<file path="src/rtl/fmm_pkg.sv">
package fmm_pkg;

	localparam int MaxDim = 8;
	localparam int DimW = 4;
	localparam int CntW = 7;
	localparam logic [31:0] CanonNan = 32'h7FC00000;

	localparam logic [1:0] RegRowsA = 2'd0;
	localparam logic [1:0] RegInner = 2'd1;
	localparam logic [1:0] RegColsB = 2'd2;

	typedef struct packed {
		logic        kind;
		logic [31:0] element;
	} in_item_t;

	typedef struct packed {
		logic [31:0] product;
		logic [2:0]  out_row;
		logic [2:0]  out_col;
		logic        final_res;
	} out_item_t;

	typedef struct packed {
		logic clear_acc;
		logic mac_go;
		logic emit;
	} dp_cmd_t;

	typedef struct packed {
		logic mac_done;
	} dp_stat_t;

	typedef struct packed {
		logic        sign;
		logic [9:0]  exp;
		logic [27:0] mant;
		logic        is_nan;
		logic        is_inf;
		logic        is_zero;
	} unp_t;

	function automatic logic [31:0] round_pack(input logic sign, input logic signed [11:0] e,
		input logic [47:0] m);
		logic [47:0] mm;
		logic signed [11:0] ee;
		logic [5:0] lz;
		logic found;
		logic [23:0] keep;
		logic g, st;
		logic [24:0] r;
		logic [7:0] eo;
		logic [11:0] sh;
		logic [47:0] lost;
		mm = m;
		ee = e;
		lz = '0;
		found = 1'b0;
		keep = '0;
		g = 1'b0;
		st = 1'b0;
		r = '0;
		eo = '0;
		sh = '0;
		lost = '0;
		if (m == '0) begin
			return {sign, 31'd0};
		end
		for (int b = 47; b >= 0; b--) begin
			if (!found && m[b]) begin
				found = 1'b1;
				lz = 6'(47 - b);
			end
		end
		mm = m << lz;
		ee = e - 12'(lz);
		if (ee < 12'sd1) begin
			sh = 12'(12'sd1 - ee);
			if (sh > 12'd48) sh = 12'd48;
			lost = mm & ((48'd1 << sh) - 48'd1);
			mm = mm >> sh;
			ee = 12'sd0;
			st = (lost != '0);
		end
		keep = mm[47:24];
		g = mm[23];
		st = st | (mm[22:0] != '0);
		r = {1'b0, keep} + 25'((g && (st || keep[0])) ? 1 : 0);
		if (r[24]) begin
			r = r >> 1;
			ee = ee + 12'sd1;
		end
		if (ee == 12'sd0 && r[23]) ee = 12'sd1;
		if (ee >= 12'sd255) return {sign, 8'hFF, 23'd0};
		eo = ee[7:0];
		return {sign, eo, r[22:0]};
	endfunction

	function automatic logic [31:0] fmul(input logic [31:0] a, input logic [31:0] b);
		logic sa;
		logic [7:0] xa, xb;
		logic [23:0] ma, mb;
		logic [47:0] pm;
		logic nan, inf, zero;
		logic signed [11:0] e;
		sa = a[31] ^ b[31];
		xa = a[30:23];
		xb = b[30:23];
		ma = {xa != 0, a[22:0]};
		mb = {xb != 0, b[22:0]};
		nan = (xa == 8'hFF && a[22:0] != 0) || (xb == 8'hFF && b[22:0] != 0);
		inf = (xa == 8'hFF) || (xb == 8'hFF);
		zero = (a[30:0] == 0) || (b[30:0] == 0);
		e = 12'(xa == 0 ? 1 : xa) + 12'(xb == 0 ? 1 : xb) - 12'sd126;
		pm = ma * mb;
		if (nan || (inf && zero)) return CanonNan;
		if (inf) return {sa, 8'hFF, 23'd0};
		if (zero) return {sa, 31'd0};
		return round_pack(sa, e, pm);
	endfunction

	function automatic logic [31:0] fadd(input logic [31:0] a, input logic [31:0] b);
		logic [7:0] xa, xb, xl, xs;
		logic [47:0] la, lb, big, sm, res;
		logic sl, ss, rs;
		logic [7:0] d;
		logic an, bn, ai, bi;
		xa = a[30:23];
		xb = b[30:23];
		an = xa == 8'hFF && a[22:0] != 0;
		bn = xb == 8'hFF && b[22:0] != 0;
		ai = xa == 8'hFF && a[22:0] == 0;
		bi = xb == 8'hFF && b[22:0] == 0;
		la = {1'b0, xa != 0, a[22:0], 23'd0};
		lb = {1'b0, xb != 0, b[22:0], 23'd0};
		xa = (xa == 0) ? 8'd1 : xa;
		xb = (xb == 0) ? 8'd1 : xb;
		if (an || bn || (ai && bi && a[31] != b[31])) return CanonNan;
		if (ai) return a;
		if (bi) return b;
		if ({xa, la} >= {xb, lb}) begin
			big = la; sm = lb; xl = xa; xs = xb; sl = a[31]; ss = b[31];
		end else begin
			big = lb; sm = la; xl = xb; xs = xa; sl = b[31]; ss = a[31];
		end
		d = xl - xs;
		if (d > 8'd30) sm = {47'd0, sm != 0};
		else sm = (sm >> d) | {47'd0, (sm & ((48'd1 << d) - 48'd1)) != 0};
		if (sl == ss) begin
			res = big + sm;
			rs = sl;
		end else begin
			res = big - sm;
			rs = (res == 0) ? (a[31] & b[31]) : sl;
		end
		if (res == 0) return {rs, 31'd0};
		return round_pack(rs, 12'(xl) + 12'sd1, res);
	endfunction

	function automatic logic [3:0] eff_dim(input logic [DimW-1:0] v, input int maxd);
		if (v == '0) return 4'd1;
		if (32'(v) > maxd) return 4'(maxd);
		return v;
	endfunction

endpackage

</file>
<file path="src/rtl/fmm_ctrl.sv">
module fmm_ctrl #(
	parameter int MaxDim = fmm_pkg::MaxDim
) (
	input  logic                  clk,
	input  logic                  arst_n,
	input  logic                  start,
	input  fmm_pkg::in_item_t     item,
	input  logic [3:0]            m,
	input  logic [3:0]            k,
	input  logic [3:0]            n,
	output logic                  busy,
	output logic                  wr_a,
	output logic                  wr_b,
	output logic [$clog2(MaxDim*MaxDim)-1:0] waddr,
	output logic [$clog2(MaxDim*MaxDim)-1:0] raddr_a,
	output logic [$clog2(MaxDim*MaxDim)-1:0] raddr_b,
	output fmm_pkg::dp_cmd_t      cmd,
	input  fmm_pkg::dp_stat_t     stat,
	output logic [2:0]            row,
	output logic [2:0]            col,
	output logic                  last
);

	localparam int AW = $clog2(MaxDim*MaxDim);

	typedef enum logic [1:0] {ST_LOAD, ST_CHECK, ST_MAC, ST_EMIT} state_t;

	state_t state_q;
	logic [fmm_pkg::CntW-1:0] cnt_a_q, cnt_b_q;
	logic [3:0] i_q, j_q, p_q;
	logic [7:0] size_a, size_b;
	logic take;

	assign size_a = 8'(m) * 8'(k);
	assign size_b = 8'(k) * 8'(n);
	assign take = start && (state_q == ST_LOAD);
	assign busy = (state_q != ST_LOAD);
	assign wr_a = take && !item.kind && (8'(cnt_a_q) < size_a);
	assign wr_b = take && item.kind && (8'(cnt_b_q) < size_b);
	assign waddr = item.kind ? cnt_b_q[AW-1:0] : cnt_a_q[AW-1:0];
	assign raddr_a = AW'(i_q) * AW'(k) + AW'(p_q);
	assign raddr_b = AW'(p_q) * AW'(n) + AW'(j_q);
	assign row = i_q[2:0];
	assign col = j_q[2:0];
	assign last = (i_q == m - 4'd1) && (j_q == n - 4'd1);

	always_comb begin
		cmd = '0;
		cmd.mac_go = (state_q == ST_MAC) && (p_q < k);
		cmd.emit = (state_q == ST_EMIT);
		cmd.clear_acc = (state_q == ST_CHECK) || (state_q == ST_EMIT);
	end

	always_ff @(posedge clk or negedge arst_n) begin
		if (!arst_n) begin
			state_q <= ST_LOAD;
			cnt_a_q <= '0;
			cnt_b_q <= '0;
			i_q <= '0;
			j_q <= '0;
			p_q <= '0;
		end else begin
			unique case (state_q)
				ST_LOAD: begin
					if (wr_a) cnt_a_q <= cnt_a_q + 1'b1;
					if (wr_b) cnt_b_q <= cnt_b_q + 1'b1;
					if (take) state_q <= ST_CHECK;
				end
				ST_CHECK: begin
					i_q <= '0;
					j_q <= '0;
					p_q <= '0;
					if (8'(cnt_a_q) >= size_a && 8'(cnt_b_q) >= size_b) state_q <= ST_MAC;
					else state_q <= ST_LOAD;
				end
				ST_MAC: begin
					// p_q runs on to k + 1 so the last term can drain through multiply and add
					if (p_q <= k) p_q <= p_q + 4'd1;
					if (stat.mac_done && p_q == k + 4'd1) state_q <= ST_EMIT;
				end
				ST_EMIT: begin
					p_q <= '0;
					state_q <= ST_MAC;
					if (j_q == n - 4'd1) begin
						j_q <= '0;
						if (i_q == m - 4'd1) begin
							state_q <= ST_LOAD;
							cnt_a_q <= '0;
							cnt_b_q <= '0;
						end else i_q <= i_q + 4'd1;
					end else j_q <= j_q + 4'd1;
				end
				default: state_q <= ST_LOAD;
			endcase
		end
	end

endmodule

</file>
<file path="config.mk">
export PLATFORM = sky130hd
export DESIGN_NAME = fmm_ctrl
export DESIGN_NICKNAME = d
export VERILOG_FILES = /design/src/rtl/fmm_pkg.sv /design/src/rtl/fmm_ctrl.sv
export SDC_FILE = /design/constraint.sdc
export NUM_CORES = 1
export LEC_CHECK = 0
export ABC_AREA = 1
export BUFFER_PORTS_ARGS = -buffer_cell sky130_fd_sc_hd__buf_2
export CORE_ASPECT_RATIO = 2
export CORE_MARGIN = 1
export CORE_UTILIZATION = 52
export DETAILED_ROUTE_END_ITERATION = 8
export GPL_TIMING_DRIVEN = 0
export HOLD_SLACK_MARGIN = 0.08
export PLACE_DENSITY = 0.78
export RECOVER_POWER = 50
export SETUP_SLACK_MARGIN = 0.5
export SYNTH_ARGS = -nofsm -noshare
export SYNTH_HDL_FRONTEND = slang
export SYNTH_SLANG_ARGS = --single-unit
export TNS_END_PERCENT = 10
</file>
<file path="constraint.sdc">
create_clock -name clk -period 3.6 [get_ports clk]
set_input_delay 0.18 -clock clk [delete_from_list [all_inputs] [get_ports clk]]
set_output_delay 0.18 -clock clk [all_outputs]
set_load 0.005 [all_outputs]
</file>
==> run metrics <==
Placement Setup Slack=-0.222 ns; Die Wd=67.1 µm; register area share after synthesis=0.159; achievable frequency=288 MHz; antenna violations before repair=0; vias in the first global route=4472; PD cells=~480 mW/mm²; Worst Path Required=3.42 ns; Crit-path slowest cell=fa_1; CTS H-tree lvls=1; Max Buffers Root-to-Sink=2; aggregate routed wire length=approximately 11000 µm; Worst-path clk slew=roughly 0.08 ns; Switching Share=0.448; drt first pass iters=4; Worst setup SP type=flip-flop; setup_tns=0 ns; grt ovf=0; initial core utilization=0.535; global placer's final weighted congestion=0.813; leak pwr=0.00329 µW; Die Area=0.00886 mm²; drt wl/cell=14.3 µm; combinational power share=0.690; Worst Tran Pin Value=1.62 ns; Hold Fails Final Rpt=0; Iter 0 DRT Violations=256; Port Buffers=42; unrepaired setup endpoints after global routing=true; max cap viols=1; row cnt=47; post-layout min period=3.48 ns; crit path max fanout=2; Ant. Diodes=0; Post-Synthesis Cells=624; DP Area=0.00482 mm²; P_sw=1150 µW; Synth Register Bits=28; largest net degree at the start of global routing=29; Max transition margin=-0.0800; final setup fails=0; wire length of the first global-routing pass=19500 µm; status=complete, but fails checks; Power Total=2580 µW; total track usage=0.283; Die Ht=132 µm; Syn Nets=765; cell family with most CP delay=adder cells; CTS Root Cell=clkbuf_16; Clock Skew=0.0117 ns; Vias=4162; min setup slack post-route=0.124 ns; DRC viols=0; Async SR Flop Fraction=1.00; mean post-synth cell area=7.06 µm²; Final Slew Violations=29; area growth from synthesis to layout=22.8%; peak supply drop=0.265 mV; Nets=~840; Yosys warning total=0; CTS Sinks=28; Synth Flop Type=dfrtp_1; antenna viol nets, final=0; Clock power frac=0.134; Synth Cell Area=about 0.0044 mm²; CP dominant cell by count=fa_1; cells along the critical path=buf_6 -> nand2_2 -> inv_2 -> fa_1 -> inv_1 -> fa_1 -> fa_1 -> inv_2 -> ha_4 -> nand3_2 -> nand2_2 -> xnor2_2 -> xor2_1 -> buf_2; worst hold-check path type=in2reg; Via density=5.26; Worst EP arrival=around 3.3 ns; WP buf/inv=5; crit path kind=reg2out; fin crit share=0.966; number of synthesized flops with an enable pin=0; core footprint=0.00823 mm²; failing checks=capacitance limit, slew limit; CTS tree=yes; layout cells sized above 1=0.225; post-route design area=between 0.005 and 0.006 mm²; Flop pwr share=0.176; CTS buffer count=3; max incr delay on CP=0.53 ns; Clk Latency, worst-skew pair=0.28 ns; post-detail-place hpwl=8410 µm; Internal=1420 µW; post-synth cell types=31; IO Pins=80; Crit. End Element=output pin
-- cells by family after synthesis --
kind of cell	synth area share
XOR/XNOR	0.103
AO/OA/AOI/OAI	0.0398
buffers and inverters	0.147
adder cells (fa/ha/maj)	0.295
AND/OR/NAND/NOR	0.256
flip-flops	0.159
-- layout by cell type, fill, tap and decap left out, drive strengths merged --
master,netlist,final
dlygate4sd3,0,1
o31ai,1,1
nor3,3,3
a21oi,15,15
clkbuf,9,11
bufinv,0,1
inv,126,126
nand3,42,42
or2,1,1
nor2,31,31
nor3b,1,1
o22ai,4,4
dfrtp,28,28
buf,18,83
nand2,185,185
xor2,27,27
nand4,2,2
xnor2,23,23
fa,20,20
a21o,1,1
nand3b,3,3
ha,72,72
o21ai,12,12
-- sequential cells by signal, summed over array words and instances (netlist names) --
register and cells:
cnt_a_q 7, cnt_b_q 7, i_q 4, j_q 4, p_q 4, state_q 2
-- final timing paths --
path / startpoint / to / slack [ns] / cells past startpoint
min in group asynchronous: arst_n / cnt_a_q[4] / 0.84 / 2
max in group asynchronous: arst_n / p_q[0] / 1.71 / 2
worst min register to register: cnt_a_q[0] / cnt_a_q[0] / 0.57 / 1
worst max-delay path: i_q[2] / raddr_a[5] / 0.12 / 14
worst max register to register: p_q[0] / p_q[3] / 1.37 / 11
worst min-delay path: start / state_q[0] / 0.27 / 3
-- synth_stat cells (all sizes together) (9+ instances only) --
| library cell | n | area [µm²] |
|---|---|---|
| nand3 | 42 | 233 |
| nor2 | 31 | 129 |
| fa | 20 | 400 |
| buf | 18 | 140 |
| dfrtp | 28 | 701 |
| xor2 | 27 | 244 |
| xnor2 | 23 | 209 |
| inv | 126 | 473 |
| clkbuf | 9 | 33.8 |
| ha | 72 | 901 |
| nand2 | 185 | 702 |
| a21oi | 15 | 75.1 |
| o21ai | 12 | 60.1 |
-- metrics by stage --
step                      hold WS (ns)  utilization  std cells
final                            0.266        0.657        791
after CTS                        0.255        0.642        790
after floorplan                 -0.116            -        624
after global routing             0.286        0.657        791
after global placement           0.245        0.585        764
after detailed placement         0.250        0.585        764
-- power groups by stage --
stage / Combinational [µW] / Sequential (µW) / Clock [µW]
2_1_floorplan: 1070 / 434 / 0
3_3_place_gp: 1440 / 462 / 0
3_5_place_dp: 1520 / 465 / 0
4_1_cts: 1700 / 445 / 349
5_1_grt: 2000 / 458 / 357
6_report: 1780 / 452 / 346
-- tightest hold or removal path, delay by kind of cell --
family	cells	cell delay, ns
AND/OR/NAND/NOR	1	0.12
buffers and inverters	1	0.08
AO/OA/AOI/OAI	1	0.12
-- timing repair --
item                                    in CTS  in global routing
hold buffers                                 1                  0
endpoints found under the hold margin       28                  0
pin swaps                                   28                 34
endpoints found under the setup margin      23                 24
gates resized for setup                     45                 39
buffers inserted                            21                  1
-- cell type report --
type,count,area [µm²]
buffer,27,287
multi-input combinational,443,3290
inverter,126,473
fill,693,2820
sequential,28,702
clock inverter,1,30.0
clock buffer,3,75.1
timing repair buffer,65,430
tap,98,123
-- metal layers --
metal / GRT usage / routed length, µm / up-vias
met2: 0.545 / 6400 / 114
li1: - / - / 2028
met3: 0.0251 / 372 / 40
met4: 0.149 / 601 / 0
met1: 0.274 / 3980 / 1980
met5: 0 / 0 / -
No activity file was read; power rests on OpenSTA's default activity.
